==> src/rtl/sks_pkg.sv <==
`default_nettype none

package sks_pkg;

  // Width of a key and of the command and status codes
  localparam int unsigned KEY_W    = 32;
  localparam int unsigned CMD_W    = 2;
  localparam int unsigned STATUS_W = 2;

  // Commands carried by an input item
  localparam logic [CMD_W-1:0] CMD_INSERT = 2'd0;
  localparam logic [CMD_W-1:0] CMD_REMOVE = 2'd1;
  localparam logic [CMD_W-1:0] CMD_SEARCH = 2'd2;
  localparam logic [CMD_W-1:0] CMD_LIST   = 2'd3;

  // Status codes carried by a result item
  localparam logic [STATUS_W-1:0] ST_OK     = 2'd0;
  localparam logic [STATUS_W-1:0] ST_DUP    = 2'd1;
  localparam logic [STATUS_W-1:0] ST_ABSENT = 2'd2;
  localparam logic [STATUS_W-1:0] ST_FULL   = 2'd3;

  // What every cell does on the coming clock edge
  typedef enum logic [1:0] {
    OP_HOLD,
    OP_INS,
    OP_DEL,
    OP_ROT
  } cell_op_t;

  // Broadcast control shared by the whole row of cells
  typedef struct packed {
    cell_op_t          op;
    logic [KEY_W-1:0]  key;
    logic [KEY_W-1:0]  head;
  } cell_ctl_t;

endpackage

`default_nettype wire

==> src/rtl/sks_cell.sv <==
`default_nettype none

module sks_cell (
  input  wire logic                      clk,
  input  wire sks_pkg::cell_ctl_t        ctl,
  input  wire logic                      occ,
  input  wire logic                      wrap,
  input  wire logic                      lt_below,
  input  wire logic [sks_pkg::KEY_W-1:0] key_lo,
  input  wire logic [sks_pkg::KEY_W-1:0] key_hi,
  output logic      [sks_pkg::KEY_W-1:0] key_q,
  output logic                           lt,
  output logic                           eq
);
  import sks_pkg::*;

  logic [KEY_W-1:0] key_r;
  logic [KEY_W-1:0] key_nxt;

  // Compare the stored key with the broadcast key; an empty cell never matches.
  assign lt    = occ && ($signed(key_r) < $signed(ctl.key));
  assign eq    = occ && (key_r == ctl.key);
  assign key_q = key_r;

  // Cells at or above the sorted position shift up on insert and down on
  // remove; a list rotates the occupied part of the row towards cell zero.
  always_comb begin
    key_nxt = key_r;
    case (ctl.op)
      OP_INS: begin
        if (!lt) begin
          key_nxt = lt_below ? ctl.key : key_lo;
        end
      end
      OP_DEL: begin
        if (!lt) begin
          key_nxt = key_hi;
        end
      end
      OP_ROT: begin
        key_nxt = wrap ? ctl.head : key_hi;
      end
      default: begin
        key_nxt = key_r;
      end
    endcase
  end

  always_ff @(posedge clk) begin
    key_r <= key_nxt;
  end

endmodule

`default_nettype wire

==> config.mk <==
export PLATFORM = sky130hd
export DESIGN_NAME = sks_cell
export DESIGN_NICKNAME = d
export VERILOG_FILES = /design/src/rtl/sks_pkg.sv /design/src/rtl/sks_cell.sv
export SDC_FILE = /design/constraint.sdc
export NUM_CORES = 1
export LEC_CHECK = 0
export BUFFER_PORTS_ARGS = -buffer_cell sky130_fd_sc_hd__buf_2
export CAP_MARGIN = 15
export CORE_ASPECT_RATIO = 0.75
export CORE_MARGIN = 2
export CORE_UTILIZATION = 40
export CTS_CLUSTER_DIAMETER = 80
export DETAILED_ROUTE_END_ITERATION = 6
export PLACE_DENSITY = 0.74
export SYNTH_ARGS = -nofsm -noshare
export SYNTH_HDL_FRONTEND = slang
export SYNTH_SLANG_ARGS = --single-unit
export TNS_END_PERCENT = 5
==> constraint.sdc <==
create_clock -name clk -period 4.6 [get_ports clk]
set_input_delay 0.23 -clock clk [delete_from_list [all_inputs] [get_ports clk]]
set_output_delay 0.23 -clock clk [all_outputs]
set_load 0.01 [all_outputs]
-- Yosys cells after proc, flatten, opt, wreduce, memory -nomap -nowiden
Cells that the tools add are included.
- flip-flop bits (word level): 32
- input port bits: 134
- word-level logic and storage cells: 17
- magnitude comparators: 1
- equal/unequal tests: 6
- reduce and logical (&&, ||, !) cells: 4
- multiplexer cells: 5
- operators with widths (kind ; number):
    32-bit two-way mux ; 4
    32-bit case mux with 3 select lines ; 1
    32-bit equality test ; 1
    32-bit < comparator ; 1
    2-bit equality test (second input constant) ; 2
    2-bit inequality test (second input constant) ; 2
    3-bit AND reduction ; 1
    3-bit nonzero test ; 1
    2-bit by 1-bit equality test with 1-bit output (second input constant) ; 1
    1-bit logical AND ; 2

-- Longest topological paths before layout
Gate-level depths: netlist of the first run.
- depth in word-level cells: 4
- depth in mapped cells: 8
- gate-level depth less buffers: 8

-- Worst setup path after synthesis of the first run
OpenSTA, ideal clock, no wires.
- path kind: reg2reg
- start: register key_r[31], in the netlist key_q[31]
- end: register key_r[0], in the netlist key_q[0], enable pin
- arrival time: 3476 ps
- period minus slack after synthesis: 3917 ps
- stages on the path, launching flop included: 7
- slack: 683 ps
- cell sequence: edfxtp_1 -> ha_1 -> nand4_4 -> nor4_4 -> o41a_1 -> nor3_1 -> nor4_2
- cells in the longest elaborated chain, start to end: 4
- elaborated cells between the ends (all ways): 5
- those cells by class: order compare: 1; eq/ne: 2; reduce/logical: 2
- RTL lines (what ; line ; RTL):
    from (decl) ; sks_cell.sv:17 ; logic [KEY_W-1:0] key_r;
    from (signal assigned) ; sks_cell.sv:50 ; key_r <= key_nxt;
    32-bit < comparator (*) ; sks_cell.sv:21 ; assign lt = occ && ($signed(key_r) < $signed(ctl.key));
    1-bit logical AND (*) ; sks_cell.sv:21 ;
    2-bit inequality test (no source line) ; n/a ;
    3-bit AND reduction (no source line) (*) ; n/a ;
Every way passes the cells marked *; elsewhere a longest branch is shown, timed or not.
A chain may end at the register's enable or synchronous reset.

-- Worst setup path after layout of the first run
- start: register key_r[15], in the netlist key_q[15]
- end: register key_r[15], in the netlist key_q[15], enable pin
Same word-level chain as after synthesis.

==> impl_metrics.env, run 1 <==
export IMPL_outcome="completed"
export IMPL_dieArea_sq_um=7883
export IMPL_yosysTopAreaCell="edfxtp_1"
export IMPL_postCtsResizedCells=0
export IMPL_vias=2816
export IMPL_largest_reg_flops=32
export IMPL_dpl_hpwl_um=6264
export IMPL_finalSetupTns_ns=0
export IMPL_via_per_inst=5.029
export IMPL_grt_usage=0.2013
export IMPL_switchingPower_mw=0.3364
export IMPL_finalHoldViolations=0
export IMPL_path_max_fanout=32
export IMPL_async_reset_ff_frac=0
export IMPL_drtIter0Drc=93
export IMPL_min_period_ns=2.811
export IMPL_post_place_cells=552
export IMPL_yosys_warnings=0
export IMPL_cts_clk_slew_worst_paths_ns=0.07
export IMPL_p_sw_frac=0.3364
export IMPL_fin_nets=627
export IMPL_diodes=0
export IMPL_grt_overflow=0
export IMPL_synthCells=303
export IMPL_cts_max_path_buffers=2
export IMPL_grt_pass1_vias=2797
export IMPL_worstPathRequired_ns=4.53
export IMPL_gp_congestion=0.7792
export IMPL_fp_dieW_um=101.9
export IMPL_clkLatencyLatePin_ns=0.28
export IMPL_root_buffer="clkbuf_8"
export IMPL_post_synth_num_cell_types=34
export IMPL_maxSlewHeadroom=0.2390
export IMPL_synth_ff_type="edfxtp_1"
export IMPL_p_leak_nw=1.985
export IMPL_clock_skew_ns=0.006868
export IMPL_drt_first_pass_iters=4
export IMPL_final_util=0.5604
export IMPL_final_max_slew_viol_count=0
export IMPL_whs_ns=0.3129
export IMPL_grt_pass1_wl_um=12740
export IMPL_fp_coreArea_sq_um=6897
export IMPL_setup_worst_path_class="reg -> reg"
export IMPL_fmax_mhz=355.7
export IMPL_area_delta_synth_final_pct=34.54
export IMPL_routedWlPerCell_um=13.90
export IMPL_num_rows=26
export IMPL_p_int_mw=0.6637
export IMPL_ys_seq_elements=32
export IMPL_postCtsHoldBufs=0
export IMPL_yosysTopAreaCellShare=0.3345
export IMPL_slowest_delay_ns=0.42
export IMPL_critPathArrivalTime_ns=2.74
export IMPL_vdd_drop_max_uv=127.1
export IMPL_critical_path_endpoint_type="register"
export IMPL_synth_most_common_cell="a21oi_1"
export IMPL_drc_errors=0
export IMPL_crit_chain="ha_1, nand4_1, nor4_1, a21boi_1, o41a_1, nor3_1, nor4_4, buf_4"
export IMPL_seq_power_share=0.411
export IMPL_grt_setup_unrepaired="no"
export IMPL_h_tree_depth=2
export IMPL_hold_class="in -> reg"
export IMPL_layout_setup_ws_ns=1.789
export IMPL_routed_wl_um=7786
export IMPL_die_y_um=77.39
export IMPL_worst_slew_pin_slew_ns=1.142
export IMPL_fin_crit_sh=0.6111
export IMPL_numCtsBuffers=5
export IMPL_combPwrFrac=0.385
export IMPL_drive_gt1_frac=0.3918
export IMPL_synth_area_sq_um=2873
export IMPL_powerDensity_nw_per_um2=258.7
export IMPL_synth_area_leaders="edfxtp_1, ha_1, mux2i_1"
export IMPL_setup_violations=0
export IMPL_clkPwrFrac=0.204
export IMPL_rrSetupSlack_ns=1.79
export IMPL_synth_commonest_cells="a21oi_1, a211oi_1, nor2b_1"
export IMPL_final_cells=560
export IMPL_postCtsSetupRepairBufs=0
export IMPL_syn_avg_cell_area_sq_um=9.481
export IMPL_grt_max_degree=68
export IMPL_port_buffers=167
export IMPL_startpoint_type="register"
export IMPL_cap_violations=0
export IMPL_antenna_found_initial=0
export IMPL_clock_sinks=32
export IMPL_place_ws_ns=1.737
export IMPL_ios=168
export IMPL_start_util=0.4165
export IMPL_cts_tree="built"
export IMPL_cp_slowest_cell="buf_4"
export IMPL_ant_nets=0
export IMPL_ys_seq_area_frac=0.3345
export IMPL_synth_edff_count=32
export IMPL_synth_nets=469
==> final cells by class <==
| type | instances | area (sq um) |
|---|---|---|
| Multi-Input combinational cell | 222 | 1738 |
| Fill cell | 670 | 3032 |
| Tap cell | 98 | 122.6 |
| Sequential cell | 32 | 960.9 |
| Clock buffer | 7 | 76.32 |
| Inverter | 32 | 120.1 |
| Timing Repair Buffer | 168 | 843.3 |
| Clock inverter | 1 | 3.754 |
==> critical path, delay by kind of cell, from the launching register on <==
| family | cells | cell delay (ns) |
|---|---|---|
| compound gates | 2 | 0.43 |
| fa+ha+maj | 1 | 0.33 |
| buf+inv | 1 | 0.42 |
| flops | 1 | 0.39 |
| simple gates | 4 | 0.89 |
==> worst paths after layout <==
kind / from / end / depth (start not counted)
setup / recovery: key_q[15]$_DFFE_PP_ / key_q[15]$_DFFE_PP_ / 8
hold / removal: ctl[52] / key_q[20]$_DFFE_PP_ / 3
setup reg to reg: key_q[15]$_DFFE_PP_ / key_q[15]$_DFFE_PP_ / 8
hold reg to reg: key_q[31]$_DFFE_PP_ / key_q[24]$_DFFE_PP_ / 6
==> per-stage QoR <==
| stage | power [mW] | cell area, sq um |
|---|---|---|
| global placement | 0.7927 | 3785 |
| detailed placement | 0.8063 | 3785 |
| CTS | 1.013 | 3865 |
| floorplan | 0.6417 | 2873 |
| global route | 1.078 | 3865 |
| finish | 1.000 | 3865 |
==> placed cells by master, fill, tap and decap left out, types with 5 or more instances in the layout <==
| cell | Yosys | final |
|---|---|---|
| buf_2 | 1 | 167 |
| a21oi_1 | 45 | 45 |
| nor2b_1 | 33 | 33 |
| a211oi_1 | 33 | 33 |
| inv_1 | 32 | 32 |
| mux2i_1 | 32 | 32 |
| ha_1 | 32 | 32 |
| edfxtp_1 | 32 | 32 |
| nand2_1 | 9 | 8 |
| nor2_1 | 5 | 5 |
| clkbuf_8 | 0 | 5 |
==> routing by layer <==
layer  GRT usage  up-vias  wire length (um)
met1      0.2554     1258              3445
met4     0.04000        0                64
met5           0        -                 0
li1            -     1444                 -
met2      0.3507      107              3700
met3     0.04595        7               576
==> cells by family (layout without fill, tap and decap cells) <==
logic type      Yosys count  count (layout)  synth area share
fa+ha+maj                32              32            0.1394
compound gates           90              90            0.1990
simple gates             68              68            0.1511
mux                      32              32            0.1115
buf+inv                  49             208           0.06446
flops                    32              32            0.3345
==> power groups by stage <==
stage	logic (mW)	registers, mW	clock network (mW)
after CTS	0.391	0.412	0.210
after floorplan	0.202	0.440	0
final	0.385	0.411	0.204
after global routing	0.437	0.418	0.223
after detailed placement	0.389	0.417	0
after global placement	0.379	0.413	0
No activity file was read; power rests on OpenSTA's default activity.
==> run 2: changes to the inputs <==
ABC_AREA = 1   (was unset)
PLACE_DENSITY = 0.77   (was 0.74)
clock period = 2.5 ns   (was 4.6 ns; I/O delays follow)
==> run 2 against run 1 <==
Effect of this change:
- combinational power is 88% higher
- fmax grew 31%
- sequential share of layout area decreased by 0.80 points
- non-clock buffer count is 5 higher
- critical endpoint is now key_q[2]$_DFFE_PP_
- largest cell class unchanged
- highest routed layer is now met5
==> impl_metrics.env, run 2 <==
export IMPL_outcome="completed"
export IMPL_worstPathRequired_ns=2.49
export IMPL_via_per_inst=5.128
export IMPL_antenna_found_initial=2
export IMPL_slowest_delay_ns=0.39
export IMPL_power_total_mw=1.941
export IMPL_fin_nets=720
export IMPL_mostFrequentLayoutCell="buf_2"
export IMPL_numCtsBuffers=5
export IMPL_p_leak_nw=1.998
export IMPL_worst_slew_pin_slew_ns=1.027
export IMPL_cts_clk_slew_worst_paths_ns=0.06
export IMPL_drc_errors=0
export IMPL_grt_max_degree=64
export IMPL_largest_reg_flops=32
export IMPL_startpoint_type="register"
export IMPL_start_util=0.4076
export IMPL_h_tree_depth=2
export IMPL_min_period_ns=2.147
export IMPL_postCtsHoldBufs=0
export IMPL_path_max_fanout=9
export IMPL_cap_violations=0
export IMPL_clkLatencyLatePin_ns=0.28
export IMPL_grt_pass1_wl_um=14670
export IMPL_finalSetupTns_ns=0
export IMPL_postCtsSetupRepairBufs=0
export IMPL_placed_area_sq_um=3885
export IMPL_synth_nets=563
export IMPL_yosysTopAreaCellShare=0.3246
export IMPL_routed_wl_um=9542
export IMPL_grt_usage=0.2297
export IMPL_vias=3369
export IMPL_finalHoldViolations=0
export IMPL_final_max_slew_viol_count=0
export IMPL_drtIter0Drc=166
export IMPL_synth_commonest_cells="nand2_1, o21ai_0, a21oi_1"
export IMPL_synth_ff_type="edfxtp_1"
export IMPL_area_delta_synth_final_pct=34.91
export IMPL_synth_area_sq_um=2960
export IMPL_fin_crit_sh=0.8589
export IMPL_grt_setup_unrepaired="no"
export IMPL_dpl_hpwl_um=7268
export IMPL_hold_class="in -> reg"
export IMPL_postCtsResizedCells=0
export IMPL_ys_seq_area_frac=0.3246
export IMPL_fp_coreArea_sq_um=7263
export IMPL_grt_pass1_vias=3165
export IMPL_fp_dieW_um=103.3
export IMPL_routedWlPerCell_um=14.52
export IMPL_gp_congestion=0.8377
export IMPL_drt_first_pass_iters=5
export IMPL_ys_seq_elements=32
export IMPL_setup_worst_path_class="reg -> reg"
export IMPL_fmax_mhz=465.7
export IMPL_final_cell_mix="buf_2, nand2_1, o21ai_0"
export IMPL_crit_chain="ha_1, nand2_1, inv_2, nand3_1, nor3_1, nand2_1, nand2_1, nand2_1, nand2_1, nand2_1, nand4_1, nand2_1, inv_1, buf_4"
export IMPL_clock_skew_ns=0.004864
export IMPL_dieArea_sq_um=8112
export IMPL_synth_area_leaders="edfxtp_1, ha_1, o21ai_0"
export IMPL_yosysTopAreaCell="edfxtp_1"
export IMPL_cts_max_path_buffers=2
export IMPL_synthCells=397
export IMPL_powerDensity_nw_per_um2=486.0
export IMPL_yosys_warnings=0
export IMPL_synth_most_common_cell="nand2_1"
export IMPL_whs_ns=0.1498
export IMPL_num_rows=27
export IMPL_drive_gt1_frac=0.3459
export IMPL_maxSlewHeadroom=0.3152
export IMPL_critical_path_endpoint_type="register"
export IMPL_die_y_um=78.50
export IMPL_syn_avg_cell_area_sq_um=7.457
export IMPL_setup_violations=0
export IMPL_vdd_drop_max_uv=205.2
export IMPL_ios=168
export IMPL_clock_sinks=32
export IMPL_port_buffers=167
export IMPL_cpMostUsedCell="nand2_1"
export IMPL_async_reset_ff_frac=0
export IMPL_final_area_sq_um=3994
export IMPL_cp_slowest_cell="edfxtp_1"
export IMPL_grt_overflow=0
export IMPL_cts_tree="built"
export IMPL_root_buffer="clkbuf_8"
export IMPL_synth_edff_count=32
export IMPL_post_synth_num_cell_types=29
export IMPL_critPathArrivalTime_ns=2.13
export IMPL_ant_nets=0
-- run 2: cell types whose count changed after synthesis, moves of 30 or more --
cell      before  now
nor2_1         5   36
nor2b_1       33    0
o211ai_1       1   31
mux2i_1       32    1
o21ai_0        4   52
a211oi_1      33    0
nand2_1        9   65
-- run 2: cell families (layout without fill, tap and decap cells) --
| family | after synthesis | after routing | share of synthesized area |
|---|---|---|---|
| AO/OA/AOI/OAI | 143 | 143 | 0.2735 |
| adder cells (fa/ha/maj) | 32 | 32 | 0.1352 |
| buffers and inverters | 71 | 229 | 0.09383 |
| flip-flops | 32 | 32 | 0.3246 |
| multiplexers | 1 | 1 | 0.003381 |
| other | 0 | 1 | 0 |
| AND/OR/NAND/NOR | 118 | 118 | 0.1695 |
-- run 2: layout make-up --
class | instances | area [sq um]
Clock inverter | 3 | 37.54
Tap cell | 101 | 126.4
Antenna cell | 1 | 2.502
Fill cell | 708 | 3269
Clock buffer | 5 | 68.82
Sequential cell | 32 | 960.9
Timing Repair Buffer | 173 | 893.4
Inverter | 48 | 180.2
Multi-Input combinational cell | 294 | 1724
-- run 2: worst paths after layout --
check | slack, ns | cells after the start | start | endpoint
min reg2reg | 1.15 | 6 | key_q[31]$_DFFE_PP_ | key_q[14]$_DFFE_PP_
max reg2reg | 0.35 | 14 | key_q[11]$_DFFE_PP_ | key_q[2]$_DFFE_PP_
max | 0.35 | 14 | key_q[11]$_DFFE_PP_ | key_q[2]$_DFFE_PP_
min | 0.15 | 3 | key_lo[6] | key_q[6]$_DFFE_PP_
-- run 2: power breakdown --
group | switching, mW | internal (mW)
registers | 0.0430 | 0.700
clock network | 0.187 | 0.290
logic | 0.416 | 0.305
total | 0.646 | 1.29
-- run 2: through the flow --
| stage | util | worst slack [ns] | instances |
|---|---|---|---|
| 6_report | 0.5499 | 0.3527 | 657 |
| 5_1_grt | 0.5499 | 0.1605 | 657 |
| 4_1_cts | 0.5495 | 0.3397 | 656 |
| 3_5_place_dp | 0.5349 | 0.3566 | 648 |
| 3_3_place_gp | 0.5349 | 0.4062 | 648 |
| 2_1_floorplan | - | 0.0009397 | 397 |
-- run 2: worst max-delay path, delay by kind of cell, from the launching register on --
kind	cells	cell delay (ns)
buffers and inverters	3	0.37
and+or+nand+nor	10	0.77
DFF	1	0.39
adders and majority gates	1	0.31
-- run 2: per-layer routing --
layer	vias to the layer above	wire length, um	GRT usage
li1	1704	-	-
met1	1484	3987	0.2817
met2	160	4540	0.4039
met3	19	839	0.04809
met4	2	161	0.06447
met5	-	13	0
